$ cat src/rtl/core/hcd_pkg.sv
package hcd_pkg;

    // Field and register widths.
    localparam int BYTE_W = 8;
    localparam int SIZE_W = 24;
    localparam int STATUS_W = 3;

    // Reset value of the chunk size limit.
    localparam logic [SIZE_W-1:0] MAX_CHUNK_RESET = 24'd65536;

    // Depth of the queue between the classifier and the decoder.
    localparam int QUEUE_DEPTH = 2;
    localparam int QUEUE_AW = $clog2(QUEUE_DEPTH);
    localparam int QUEUE_CW = $clog2(QUEUE_DEPTH + 1);

    // Characters of interest on the size line.
    localparam logic [BYTE_W-1:0] CHAR_TAB   = 8'h09;
    localparam logic [BYTE_W-1:0] CHAR_CR    = 8'h0D;
    localparam logic [BYTE_W-1:0] CHAR_LF    = 8'h0A;
    localparam logic [BYTE_W-1:0] CHAR_SPACE = 8'h20;
    localparam logic [BYTE_W-1:0] CHAR_ZERO  = 8'h30;
    localparam logic [BYTE_W-1:0] CHAR_NINE  = 8'h39;
    localparam logic [BYTE_W-1:0] CHAR_UA    = 8'h41;
    localparam logic [BYTE_W-1:0] CHAR_UF    = 8'h46;
    localparam logic [BYTE_W-1:0] CHAR_UX    = 8'h58;
    localparam logic [BYTE_W-1:0] CHAR_LA    = 8'h61;
    localparam logic [BYTE_W-1:0] CHAR_LF_HEX = 8'h66;
    localparam logic [BYTE_W-1:0] CHAR_LX    = 8'h78;

    // Result status codes.
    typedef enum logic [STATUS_W-1:0] {
        ST_FRAME    = 3'd0,
        ST_PAYLOAD  = 3'd1,
        ST_END      = 3'd2,
        ST_OVERSIZE = 3'd3,
        ST_LONG     = 3'd4
    } t_status;

    // Decoder phase.
    typedef enum logic [1:0] {
        PH_LINE  = 2'd0,
        PH_DATA  = 2'd1,
        PH_TRAIL = 2'd2,
        PH_ERROR = 2'd3
    } t_phase;

    // Progress of the hex number on the size line.
    typedef enum logic [1:0] {
        NUM_BLANK  = 2'd0,
        NUM_ZERO   = 2'd1,
        NUM_DIGITS = 2'd2,
        NUM_STOP   = 2'd3
    } t_num;

    // A classified input byte as it travels from front to back.
    typedef struct packed {
        logic [BYTE_W-1:0] byte_val;
        logic [3:0]        hex_val;
        logic              is_hex;
        logic              is_blank;
        logic              is_zero;
        logic              is_x;
        logic              is_cr;
        logic              is_lf;
    } t_class;

endpackage

$ cat src/rtl/core/hcd_front.sv
module hcd_front
    import hcd_pkg::*;
(
    input  logic              i_clk,
    input  logic              i_rst_n,
    input  logic              i_valid,
    output logic              o_ready,
    input  logic [BYTE_W-1:0] i_byte,
    output logic              o_q_valid,
    input  logic              i_q_ready,
    output t_class            o_q_item
);

    logic   is_digit;
    logic   is_lower;
    logic   is_upper;
    logic [BYTE_W-1:0] hex_full;
    t_class cls;

    t_class              r_mem [QUEUE_DEPTH];
    logic [QUEUE_AW-1:0] r_wr_ptr;
    logic [QUEUE_AW-1:0] r_rd_ptr;
    logic [QUEUE_CW-1:0] r_count;
    logic                push;
    logic                pop;

    // Classify the incoming byte for the size line parser.
    always_comb begin
        is_digit = (i_byte >= CHAR_ZERO) && (i_byte <= CHAR_NINE);
        is_lower = (i_byte >= CHAR_LA) && (i_byte <= CHAR_LF_HEX);
        is_upper = (i_byte >= CHAR_UA) && (i_byte <= CHAR_UF);
        if (is_digit) begin
            hex_full = i_byte - CHAR_ZERO;
        end else if (is_lower) begin
            hex_full = i_byte - CHAR_LA + 8'd10;
        end else begin
            hex_full = i_byte - CHAR_UA + 8'd10;
        end
        cls.byte_val = i_byte;
        cls.hex_val  = hex_full[3:0];
        cls.is_hex   = is_digit || is_lower || is_upper;
        cls.is_blank = (i_byte == CHAR_SPACE) ||
                       ((i_byte >= CHAR_TAB) && (i_byte <= CHAR_CR));
        cls.is_zero  = (i_byte == CHAR_ZERO);
        cls.is_x     = (i_byte == CHAR_LX) || (i_byte == CHAR_UX);
        cls.is_cr    = (i_byte == CHAR_CR);
        cls.is_lf    = (i_byte == CHAR_LF);
    end

    // Queue handshake on both sides.
    assign o_ready   = (r_count != QUEUE_CW'(QUEUE_DEPTH));
    assign push      = i_valid && o_ready;
    assign o_q_valid = (r_count != '0);
    assign pop       = o_q_valid && i_q_ready;
    assign o_q_item  = r_mem[r_rd_ptr];

    // Queue storage; entries need no reset.
    always_ff @(posedge i_clk) begin
        if (push) begin
            r_mem[r_wr_ptr] <= cls;
        end
    end

    // Queue pointers and fill count.
    always_ff @(posedge i_clk) begin
        if (!i_rst_n) begin
            r_wr_ptr <= '0;
            r_rd_ptr <= '0;
            r_count  <= '0;
        end else begin
            if (push) begin
                r_wr_ptr <= r_wr_ptr + 1'b1;
            end
            if (pop) begin
                r_rd_ptr <= r_rd_ptr + 1'b1;
            end
            if (push && !pop) begin
                r_count <= r_count + 1'b1;
            end else if (pop && !push) begin
                r_count <= r_count - 1'b1;
            end
        end
    end

endmodule

$ cat src/rtl/core/hcd_back.sv
module hcd_back
    import hcd_pkg::*;
#(
    parameter int HEADER_LIMIT = 31
) (
    input  logic              i_clk,
    input  logic              i_rst_n,
    input  logic              i_cfg_we,
    input  logic [SIZE_W-1:0] i_cfg_wdata,
    input  logic              i_q_valid,
    output logic              o_q_ready,
    input  t_class            i_q_item,
    output logic              o_valid,
    input  logic              i_ready,
    output logic [BYTE_W-1:0] o_payload,
    output t_status           o_status,
    output logic              o_last
);

    localparam int LEN_W = $clog2(HEADER_LIMIT + 1);
    localparam logic [LEN_W-1:0] LEN_LIMIT = LEN_W'(HEADER_LIMIT);

    logic [SIZE_W-1:0] r_max_size;

    t_phase            r_phase, n_phase;
    logic [SIZE_W-1:0] r_remain, n_remain;
    logic [LEN_W-1:0]  r_len, n_len;
    logic [SIZE_W-1:0] r_acc, n_acc;
    logic              r_ovf, n_ovf;
    t_num              r_num, n_num;
    logic              r_prev_cr, n_prev_cr;
    logic              r_trail, n_trail;

    logic              r_out_valid;
    logic [BYTE_W-1:0] r_out_payload, n_out_payload;
    t_status           r_out_status, n_out_status;
    logic              r_out_last, n_out_last;

    t_num              f_num;
    logic [SIZE_W-1:0] f_acc;
    logic              f_ovf;
    logic [LEN_W-1:0]  len_inc;
    logic [SIZE_W-1:0] remain_dec;
    logic              take;

    // An item is taken whenever the output register is free or draining.
    assign take      = i_q_valid && (!r_out_valid || i_ready);
    assign o_q_ready = (!r_out_valid || i_ready);
    assign len_inc   = r_len + 1'b1;
    assign remain_dec = r_remain - SIZE_W'(r_remain != '0);

    // Size limit register.
    always_ff @(posedge i_clk) begin
        if (!i_rst_n) begin
            r_max_size <= MAX_CHUNK_RESET;
        end else if (i_cfg_we) begin
            r_max_size <= i_cfg_wdata;
        end
    end

    // Hex number reader: one character of the size line.
    always_comb begin
        f_num = r_num;
        f_acc = r_acc;
        f_ovf = r_ovf;
        case (r_num)
            NUM_BLANK: begin
                if (i_q_item.is_blank) begin
                    f_num = NUM_BLANK;
                end else if (i_q_item.is_zero) begin
                    f_num = NUM_ZERO;
                end else if (i_q_item.is_hex) begin
                    f_acc = {r_acc[SIZE_W-5:0], i_q_item.hex_val};
                    f_ovf = r_ovf || (r_acc[SIZE_W-1:SIZE_W-4] != '0);
                    f_num = NUM_DIGITS;
                end else begin
                    f_num = NUM_STOP;
                end
            end
            NUM_ZERO: begin
                if (i_q_item.is_x) begin
                    f_num = NUM_DIGITS;
                end else if (i_q_item.is_hex) begin
                    f_acc = {r_acc[SIZE_W-5:0], i_q_item.hex_val};
                    f_ovf = r_ovf || (r_acc[SIZE_W-1:SIZE_W-4] != '0);
                    f_num = NUM_DIGITS;
                end else begin
                    f_num = NUM_STOP;
                end
            end
            NUM_DIGITS: begin
                if (i_q_item.is_hex) begin
                    f_acc = {r_acc[SIZE_W-5:0], i_q_item.hex_val};
                    f_ovf = r_ovf || (r_acc[SIZE_W-1:SIZE_W-4] != '0);
                end else begin
                    f_num = NUM_STOP;
                end
            end
            default: begin
                f_num = NUM_STOP;
            end
        endcase
    end

    // Decoder next state and result.
    always_comb begin
        n_phase       = r_phase;
        n_remain      = r_remain;
        n_len         = r_len;
        n_acc         = r_acc;
        n_ovf         = r_ovf;
        n_num         = r_num;
        n_prev_cr     = r_prev_cr;
        n_trail       = r_trail;
        n_out_payload = '0;
        n_out_status  = ST_FRAME;
        n_out_last    = 1'b0;
        case (r_phase)
            PH_LINE: begin
                if (r_prev_cr && i_q_item.is_lf) begin
                    // End of the size line: start a fresh line either way.
                    n_len     = '0;
                    n_acc     = '0;
                    n_ovf     = 1'b0;
                    n_num     = NUM_BLANK;
                    n_prev_cr = 1'b0;
                    if (r_ovf || (r_acc > r_max_size)) begin
                        n_phase      = PH_ERROR;
                        n_trail      = 1'b0;
                        n_out_status = ST_OVERSIZE;
                    end else if (r_acc == '0) begin
                        n_out_status = ST_END;
                    end else begin
                        n_remain = r_acc;
                        n_phase  = PH_DATA;
                    end
                end else begin
                    n_len     = len_inc;
                    n_acc     = f_acc;
                    n_ovf     = f_ovf;
                    n_num     = f_num;
                    n_prev_cr = i_q_item.is_cr;
                    if (len_inc == LEN_LIMIT) begin
                        n_phase      = PH_ERROR;
                        n_trail      = 1'b1;
                        n_out_status = ST_LONG;
                    end
                end
            end
            PH_DATA: begin
                n_out_status  = ST_PAYLOAD;
                n_out_payload = i_q_item.byte_val;
                n_remain      = remain_dec;
                if (remain_dec == '0) begin
                    n_out_last = 1'b1;
                    n_phase    = PH_TRAIL;
                    n_trail    = 1'b0;
                end
            end
            PH_TRAIL: begin
                if (!r_trail) begin
                    n_trail = 1'b1;
                end else begin
                    n_trail   = 1'b0;
                    n_phase   = PH_LINE;
                    n_len     = '0;
                    n_acc     = '0;
                    n_ovf     = 1'b0;
                    n_num     = NUM_BLANK;
                    n_prev_cr = 1'b0;
                end
            end
            default: begin
                n_out_status = r_trail ? ST_LONG : ST_OVERSIZE;
            end
        endcase
    end

    // Decoder state registers.
    always_ff @(posedge i_clk) begin
        if (!i_rst_n) begin
            r_phase   <= PH_LINE;
            r_remain  <= '0;
            r_len     <= '0;
            r_acc     <= '0;
            r_ovf     <= 1'b0;
            r_num     <= NUM_BLANK;
            r_prev_cr <= 1'b0;
            r_trail   <= 1'b0;
        end else if (take) begin
            r_phase   <= n_phase;
            r_remain  <= n_remain;
            r_len     <= n_len;
            r_acc     <= n_acc;
            r_ovf     <= n_ovf;
            r_num     <= n_num;
            r_prev_cr <= n_prev_cr;
            r_trail   <= n_trail;
        end
    end

    // Output register valid flag.
    always_ff @(posedge i_clk) begin
        if (!i_rst_n) begin
            r_out_valid <= 1'b0;
        end else if (take) begin
            r_out_valid <= 1'b1;
        end else if (i_ready) begin
            r_out_valid <= 1'b0;
        end
    end

    // Output register payload.
    always_ff @(posedge i_clk) begin
        if (take) begin
            r_out_payload <= n_out_payload;
            r_out_status  <= n_out_status;
            r_out_last    <= n_out_last;
        end
    end

    assign o_valid   = r_out_valid;
    assign o_payload = r_out_payload;
    assign o_status  = r_out_status;
    assign o_last    = r_out_last;

endmodule

$ cat src/rtl/core/http_chunked_body_decoder_unit.sv
// Chunked body decoder: one result item for every byte item taken in.
// An accepted input byte passes first through the classifier queue and then
// through the decoder's output register before it appears at the output.
// Throughput is one byte per cycle while the output is not stalled.
// Reset is synchronous and active low; it clears the queue, the decoder state and
// the error, and loads the chunk size limit with 65536.
module http_chunked_body_decoder_unit
    import hcd_pkg::*;
#(
    parameter int HEADER_LIMIT = 31
) (
    input  logic                i_clk,
    input  logic                i_rst_n,
    input  logic                i_cfg_we,
    input  logic [SIZE_W-1:0]   i_cfg_wdata,   // max_chunk_size
    input  logic                i_s_axis_tvalid,
    output logic                o_s_axis_tready,
    input  logic [BYTE_W-1:0]   i_s_axis_tdata,  // [7:0] stream_byte
    output logic                o_m_axis_tvalid,
    input  logic                i_m_axis_tready,
    output logic [BYTE_W-1:0]   o_m_axis_tdata,  // [7:0] payload_byte
    output logic [STATUS_W-1:0] o_m_axis_tuser,  // [2:0] status
    output logic                o_m_axis_tlast   // chunk_end
);

    logic    q_valid;
    logic    q_ready;
    t_class  q_item;
    t_status out_status;

    // Front: classify bytes and queue them.
    hcd_front u_front (
        .i_clk     (i_clk),
        .i_rst_n   (i_rst_n),
        .i_valid   (i_s_axis_tvalid),
        .o_ready   (o_s_axis_tready),
        .i_byte    (i_s_axis_tdata),
        .o_q_valid (q_valid),
        .i_q_ready (q_ready),
        .o_q_item  (q_item)
    );

    // Back: run the chunk framing and register the result.
    hcd_back #(
        .HEADER_LIMIT (HEADER_LIMIT)
    ) u_back (
        .i_clk       (i_clk),
        .i_rst_n     (i_rst_n),
        .i_cfg_we    (i_cfg_we),
        .i_cfg_wdata (i_cfg_wdata),
        .i_q_valid   (q_valid),
        .o_q_ready   (q_ready),
        .i_q_item    (q_item),
        .o_valid     (o_m_axis_tvalid),
        .i_ready     (i_m_axis_tready),
        .o_payload   (o_m_axis_tdata),
        .o_status    (out_status),
        .o_last      (o_m_axis_tlast)
    );

    assign o_m_axis_tuser = out_status;

    // A queued item reaches an empty output register in the next cycle.
    assert property (@(posedge i_clk) disable iff (!i_rst_n)
        (q_valid && !o_m_axis_tvalid) |=> o_m_axis_tvalid)
        else $error("queued item did not reach the output register");

    // The end of a chunk is only ever marked on a payload item.
    assert property (@(posedge i_clk) disable iff (!i_rst_n)
        (o_m_axis_tvalid && o_m_axis_tlast) |-> (out_status == ST_PAYLOAD))
        else $error("chunk end flagged on a non-payload item");

    // Non-payload items carry a zero data byte.
    assert property (@(posedge i_clk) disable iff (!i_rst_n)
        (o_m_axis_tvalid && (out_status != ST_PAYLOAD)) |-> (o_m_axis_tdata == '0))
        else $error("data byte set on a non-payload item");

    // Input backpressure only happens while the queue holds items.
    assert property (@(posedge i_clk) disable iff (!i_rst_n)
        !o_s_axis_tready |-> q_valid)
        else $error("input stalled with an empty queue");

endmodule
$ cat config.mk
export PLATFORM = sky130hd
export DESIGN_NAME = http_chunked_body_decoder_unit
export DESIGN_NICKNAME = d
export VERILOG_FILES = /design/src/rtl/core/hcd_pkg.sv /design/src/rtl/core/hcd_front.sv /design/src/rtl/core/hcd_back.sv /design/src/rtl/core/http_chunked_body_decoder_unit.sv
export SDC_FILE = /design/constraint.sdc
export NUM_CORES = 1
export LEC_CHECK = 0
export BUFFER_PORTS_ARGS = -buffer_cell sky130_fd_sc_hd__buf_2
export CAP_MARGIN = 20
export CORE_MARGIN = 2
export CORE_UTILIZATION = 40
export CTS_CLUSTER_SIZE = 24
export DETAILED_ROUTE_END_ITERATION = 8
export PLACE_DENSITY = 0.71
export RECOVER_POWER = 25
export SYNTH_ARGS = -nofsm -noshare
export SYNTH_HDL_FRONTEND = slang
export SYNTH_HIERARCHICAL = 1
export SYNTH_SLANG_ARGS = --single-unit
$ cat constraint.sdc
create_clock -name i_clk -period 3.1 [get_ports i_clk]
set_input_delay 0.93 -clock i_clk [delete_from_list [all_inputs] [get_ports i_clk]]
set_output_delay 0.93 -clock i_clk [all_outputs]
set_load 0.005 [all_outputs]
==> results of run 1 <==
## through the flow
stage / area (sq um) / TNS [ps] / hold slack (ps)
after global routing: 8568 / -63.47 / 518.7
after detailed placement: 7908 / 0 / 469.5
after floorplan: 7338 / 0 / 445.0
final: 8568 / 0 / 479.8
after global placement: 7908 / 0 / 460.6
after CTS: 8501 / 0 / 479.6
## worst paths after layout
kind | to | cells past startpoint | start | slack, ps
worst min register to register | u_back/r_remain[0] | 2 | u_back/r_remain[0] | 480
worst max-delay path | u_back/r_phase[0] | 12 | u_back/r_remain[12] | 140
worst max register to register | u_back/r_phase[0] | 12 | u_back/r_remain[12] | 140
worst min-delay path | u_back/r_remain[0] | 2 | u_back/r_remain[0] | 480
## flip-flops by register name, summed over array words and instances (netlist names), named ones only
signal             count
u_front/r_mem         36
u_back/r_acc          24
u_back/r_max_size     24
u_back/r_remain       24
u_back/o_payload       8
u_back/r_len           5
u_back/o_status        3
u_back/r_num           2
u_back/r_phase         2
u_front/r_count        2
u_back/o_last          1
u_back/o_valid         1
u_back/r_ovf           1
u_back/r_prev_cr       1
u_back/r_trail         1
u_front/r_rd_ptr       1
u_front/r_wr_ptr       1
## layer usage
metal | wire (um) | part of all wire | global-route usage
met1 | 7337 | 0.44 | 0.2115
met2 | 8219 | 0.50 | 0.2941
met3 | 656 | 0.040 | 0.04439
met4 | 374 | 0.023 | 0.06592
met5 | 0 | 0 | 0
## worst reg2reg max path: cells and delay by family (launching register included)
kind                       cells  cell delay (ps)
adders and majority gates      2              400
muxes                          1              140
AOI/OAI and AO/OA              3              610
and+or+nand+nor                5             1180
xor gates and xnor gates       1              150
DFF                            1              360
## cell type report
| cell class | count | area (sq um) | share of cell area |
|---|---|---|---|
| Clock buffer | 17 | 425.4 | 0.04965 |
| Clock inverter | 15 | 167.7 | 0.01957 |
| Inverter | 44 | 165.2 | 0.01928 |
| Multi-Input combinational cell | 546 | 3807 | 0.4444 |
| Sequential cell | 138 | 3254 | 0.3798 |
| Tap cell | 229 | 286.5 | 0.03344 |
| Timing Repair Buffer | 78 | 461.7 | 0.05388 |
## report_power, final
| group | internal (mW) | leakage, nW | switching (mW) |
|---|---|---|---|
| Sequential | 2.14 | 1.19 | 0.132 |
| Clock | 1.16 | 0.296 | 0.881 |
| Combinational | 0.674 | 1.96 | 0.950 |
| Total | 3.97 | 3.45 | 1.96 |
## cell families after synthesis
group           share of synthesized area
fa+ha+maj                         0.06479
mux                               0.09616
compound gates                     0.1441
flops                              0.4419
buf+inv                           0.04791
simple gates                       0.1956
xor+xnor                         0.009549
## placed cells by master (no fill, tap or decap), drive strengths merged, types with 4 or more instances in the layout
cell and instances:
nor2b 9, a21oi 49, edfxtp 48, nand2 62, o211ai 7, inv 56, buf 67, o22ai 11
o21a 4, and3 5, nor4 14, nand3b 5, nor3 21, clkbuf 28, o21ai 23, a31oi 10
nand3 11, mux2 20, xor2 5, a21boi 4, dfxtp 90, ha 38, mux2i 48, a21o 4
nand2b 10, and2 9, nor2 85, or3 7, nand4 11, or2 9, o31ai 10, a211oi 4
## repair_timing
| item | in CTS | in global routing |
|---|---|---|
| gates resized for setup | 0 | 18 |
| endpoints found under the setup margin | 0 | 3 |
| setup buffers | 0 | 2 |
==> qor.csv, run 1 <==
stage;metric;value;unit
outcome;status;finished with violations;
outcome;violations;capacitance limit, slew limit;
final_layout;drive_gt1_frac;0.2029;
synthesis;netlist.area_leader.share;0.2455;
clocking;cts_tree;done;
global_route;grt.total_usage;0.1732;
synthesis;syn_avg_cell_area;9.530;sq um
synthesis;synth_flop_cell;dfxtp_1;
global_route;grt-ovfl-total;0;
pwr;power.density;692.6;nW/um^2
clocking;htree_levels;4;
clocking;cts.sinks;138;
timing;drv_slew;40;
clocking;insertion_delay;420;ps
timing;slew_headroom;-0.1941;
detailed_routing;totalWireLength;16.59;mm
clocking;clk_pin_slew_worst_paths;70;ps
detailed_routing;drcViolationCount;0;
floorplan;io-pin-count;51;
timing;fin_crit_sh;0.9533;
pwr;p_total;5.934;mW
critical_path;worstSetupPathType;register to register;
run;maxCapViolCount;1;
synthesis;yosysMostFrequentCell;dfxtp_1;
final_layout;antenna_cells;0;
synthesis;synth_area;7338;sq um
synthesis;synth_common_cells;90 x dfxtp_1, 85 x nor2_1, 62 x nand2_1, 49 x a21oi_1;
clocking;postCtsHoldBufs;0;
synthesis;synth_area_leaders;dfxtp_1 25%, edfxtp_1 20%, mux2i_1 6.5%;
floorplan;die_w;139.4;um
floorplan;rows;49;
critical_path;worst_ep_arrival_time;3260;ps
detailed_routing;ant_nets;0;
detailed_routing;first_pass_iters;5;
final_layout;stdcell_count;1067;
placement;post-place-ws;61.32;ps
final_layout;nNetsFinal;900;
floorplan;die-area;19440;sq um
synthesis;synth-edff-count;48;
detailed_routing;detail_route.wl_per_cell;15.55;um
detailed_routing;vias_per_cell;5.459;
clocking;clock_path_buffers;2;
floorplan;core-area;17960;sq um
synthesis;synth-seq-cells;138;
timing;setup-violations-final;0;
critical_path;cp_data_required_time;3400;ps
final_layout;area_growth;16.76;%
floorplan;die_y;139.4;um
synthesis;synth_top_cell_by_area;dfxtp_1;
critical_path;crit_family;simple AND/OR/NAND/NOR gates;
placement;dp_hpwl;11.49;mm
critical_path;path_cells;or4_4 -> nor2_4 -> nand4_1 -> ha_2 -> ha_4 -> xor2_1 -> nor3_1 -> and4_1 -> a41oi_2 -> a211oi_2 -> o211ai_2 -> mux2i_1;
final_layout;postLayoutCoreUtil;0.4770;
hold_path;hold_class;register to register;
timing;fmax;338.4;MHz
critical_path;critPathMaxFanout;6;
pwr;p_leak;3.453;nW
pwr;ir_drop;0.4994;mV
critical_path;start_kind;register;
detailed_routing;drt_iter0_drc;367;
critical_path;critPathSlowestCell;or4_4;
timing;fin_crit;2955;ps
placement;place_inst;1032;
global_route;grt_start_max_net_pins;50;
floorplan;start_util;0.4085;
synthesis;ys_types;81;
clocking;cts_buffers;17;
detailed_routing;vias;5825;
timing;worst_pin_slew;1791;ps
critical_path;slowest_delay;570;ps
final_layout;nFillCells;1635;
critical_path;cp.buffers_inverters;0;
synthesis;ys_warn_count;6;
synthesis;synth_seq_area_share;0.4419;
synthesis;synth_nets;845;
timing;hold_violations;0;
synthesis;async_reset_ff_frac;0;
timing;setup_ws;144.7;ps
placement;place_congestion;0.9030;
synthesis;synthCells;770;
placement;port-buffer-count;50;
global_route;grt_pass1_wl;27.35;mm
global_route;antenna_found_initial;0;
timing;rsz0062_at_grt;true;
clocking;clockRootBuffer;clkbuf_16;
global_route;grt_pass1_vias;5598;
timing;skew;8.344;ps
critical_path;end_kind;register;
Note: power is estimated with default switching activity, not from simulation.
==> inputs of run 2 (changes only) <==
--- a/config.mk
+++ b/config.mk
@@ -9,6 +9,7 @@
 export CAP_MARGIN = 20
 export CORE_MARGIN = 2
 export CORE_UTILIZATION = 40
+export CTS_BUF_LIST = sky130_fd_sc_hd__clkbuf_4
 export CTS_CLUSTER_SIZE = 24
 export DETAILED_ROUTE_END_ITERATION = 8
 export PLACE_DENSITY = 0.71
==> run 2 against run 1 <==
  * The flow still finishes with violations (capacitance limit, slew limit)
  * Register-to-register slack got worse by 40 ps
  * Global-route usage shrank 0.34 points
  * Design area shrank 3.5%
  * Via count decreased by 0.41%
  * Sequential cell count unchanged
  * Critical path type unchanged
  * Critical endpoint is now u_back/r_phase[1]
  * Largest power group unchanged
==> qor.csv, run 2 (synthesis results as in run 1) <==
stage;metric;value;unit;change
outcome;status;finished with violations;;
outcome;violations;capacitance limit, slew limit;;
detailed_routing;ant_nets;0;;unchanged
final_layout;drive_gt1_frac;0.2029;;unchanged
clocking;clk_pin_slew_worst_paths;140;ps;+70 ps
timing;rsz0062_at_grt;true;;
final_layout;layout_common_cells;84 x nor2_1, 81 x dfxtp_1, 61 x nand2_1;;
final_layout;nNetsFinal;900;;unchanged
critical_path;worst_ep_arrival_time;3460;ps;+200 ps
timing;setup-violations-final;0;;unchanged
detailed_routing;first_pass_iters;5;;unchanged
detailed_routing;totalWireLength;16.38;mm;-1.3%
critical_path;path_cells;or4_4 -> nor2_4 -> nand4_1 -> ha_2 -> ha_4 -> xor2_1 -> nor3_1 -> and4_1 -> a41oi_2 -> a211oi_2 -> o211ai_2 -> mux2i_1;;
final_layout;regMostFlops;u_front/r_mem;;
critical_path;slowest_delay;570;ps;about the same
timing;fmax;333.6;MHz;-1.4%
timing;fin_crit_sh;0.9670;;+0.01366
detailed_routing;vias_per_cell;5.432;;-0.51%
global_route;grt-ovfl-total;0;;unchanged
floorplan;die_y;139.4;um;unchanged
critical_path;start_kind;register;;
critical_path;cp.buffers_inverters;0;;unchanged
detailed_routing;detail_route.wl_per_cell;15.34;um;-1.4%
pwr;netSwitchingPower;1.861;mW;-5.2%
final_layout;area_growth;12.65;%;
clocking;cts_tree;done;;
pwr;ir_drop;0.3644;mV;-27%
pwr;p_seq_frac;0.443;;+0.060
placement;place_congestion;0.9030;;unchanged
final_layout;final_common_cell;nor2_1;;
clocking;clockRootBuffer;clkbuf_4;;
timing;drv_slew;40;;unchanged
detailed_routing;drt_iter0_drc;319;;-13%
placement;placed_cell_area;7908;sq um;unchanged
floorplan;core-area;17960;sq um;unchanged
floorplan;die_w;139.4;um;unchanged
critical_path;critPathMaxFanout;6;;unchanged
clocking;insertion_delay;580;ps;+160 ps
global_route;grt_pass1_wl;26.81;mm;-2.0%
pwr;swShare;0.3634;;+0.03250
floorplan;start_util;0.4085;;unchanged
timing;setup_ws;102.3;ps;-42.34 ps
clocking;clock_path_buffers;2;;unchanged
critical_path;end_kind;register;;
timing;hold_violations;0;;unchanged
timing;skew;17.84;ps;+9.493 ps
global_route;grt.total_usage;0.1698;;-0.003404
global_route;antenna_found_initial;1;;+1
clocking;htree_levels;4;;unchanged
placement;dp_hpwl;11.49;mm;unchanged
final_layout;postLayoutCoreUtil;0.4602;;-0.01679
critical_path;critPathSlowestCell;or4_4;;
detailed_routing;drcViolationCount;0;;unchanged
pwr;p_leak;3.323;nW;-3.8%
final_layout;nFillCells;1687;;+3.2%
pwr;comb_power_share;0.317;;+0.043
floorplan;rows;49;;unchanged
clocking;postCtsHoldBufs;0;;unchanged
floorplan;die-area;19440;sq um;unchanged
global_route;grt_start_max_net_pins;50;;unchanged
final_layout;largest_reg_flops;36;;unchanged
critical_path;worstSetupPathType;register to register;;
pwr;pwr-share-clk;0.241;;-0.102
pwr;p_total;5.121;mW;-14%
timing;slew_headroom;-0.1967;;-0.002560
placement;post-place-ws;61.32;ps;unchanged
pwr;intPower;3.260;mW;-18%
clocking;cts_buffers;17;;unchanged
final_layout;design_area;8267;sq um;-3.5%
clocking;cts.sinks;138;;unchanged
run;maxCapViolCount;1;;unchanged
floorplan;io-pin-count;51;;unchanged
placement;port-buffer-count;50;;unchanged
timing;fin_crit;2998;ps;+42.34 ps
timing;worst_pin_slew;1795;ps;+3.840 ps
detailed_routing;vias;5801;;-0.41%
hold_path;hold_class;register to register;;
critical_path;crit_family;simple AND/OR/NAND/NOR gates;;
critical_path;cp_data_required_time;3560;ps;+160 ps
global_route;grt_pass1_vias;5519;;-1.4%
pwr;power.density;619.5;nW/um^2;-11%
[run 2: cell types whose count changed in the layout (fill, tap and decap cells not counted), sizes merged]
cell    change
clkbuf      +1
buf         -1
diode       +1
[run 2: path summary, 6_finish.rpt]
check / startpoint / cells after the start / slack (ps) / to
hold / removal: u_back/r_remain[0] / 2 / 500 / u_back/r_remain[0]
setup reg to reg: u_back/r_remain[12] / 12 / 100 / u_back/r_phase[1]
setup / recovery: u_back/r_remain[12] / 12 / 100 / u_back/r_phase[1]
hold reg to reg: u_back/r_remain[0] / 2 / 500 / u_back/r_remain[0]
[run 2: cell type report]
cell class | count | area [sq um] | area share
diodes | 1 | 2.502 | 0.0003027
clock buffers | 17 | 127.6 | 0.01544
clock inverters | 15 | 167.7 | 0.02028
inverters | 44 | 165.2 | 0.01998
multi-input cells | 546 | 3802 | 0.4600
flip-flops and latches | 138 | 3257 | 0.3940
well taps | 229 | 286.5 | 0.03466
repair buffers | 78 | 457.9 | 0.05540
[run 2: per-stage QoR]
stage	hold WS (ps)	setup TNS, ps	std cells
2_1_floorplan	445.0	0	770
3_3_place_gp	460.6	0	1032
3_5_place_dp	469.5	0	1032
4_1_cts	489.0	0	1064
5_1_grt	518.8	-75.07	1068
6_report	497.3	0	1068
[run 2: power by group through the flow]
| stage | logic (mW) | clock network, mW | registers, mW |
|---|---|---|---|
| after floorplan | 1.16 | 0 | 2.29 |
| after global placement | 1.58 | 0 | 2.31 |
| after detailed placement | 1.60 | 0 | 2.31 |
| after CTS | 1.61 | 1.28 | 2.27 |
| after global routing | 1.79 | 1.35 | 2.30 |
| final | 1.62 | 1.23 | 2.27 |
[run 2: timing repair]
item / in CTS / in global routing
setup endpoints to repair: 0 / 4
gates resized for setup: 0 / 19
buffers inserted: 0 / 2
[run 2: worst min-delay path, stage by stage, from the launching register on]
cell	delay, ps
dfxtp_1	350
nand2_1	60
a21oi_1	50
[run 2: layer usage]
layer	track usage	share of wire
met1	0.2079	0.44
met2	0.2879	0.49
met3	0.03579	0.038
met4	0.07602	0.026
met5	0	0
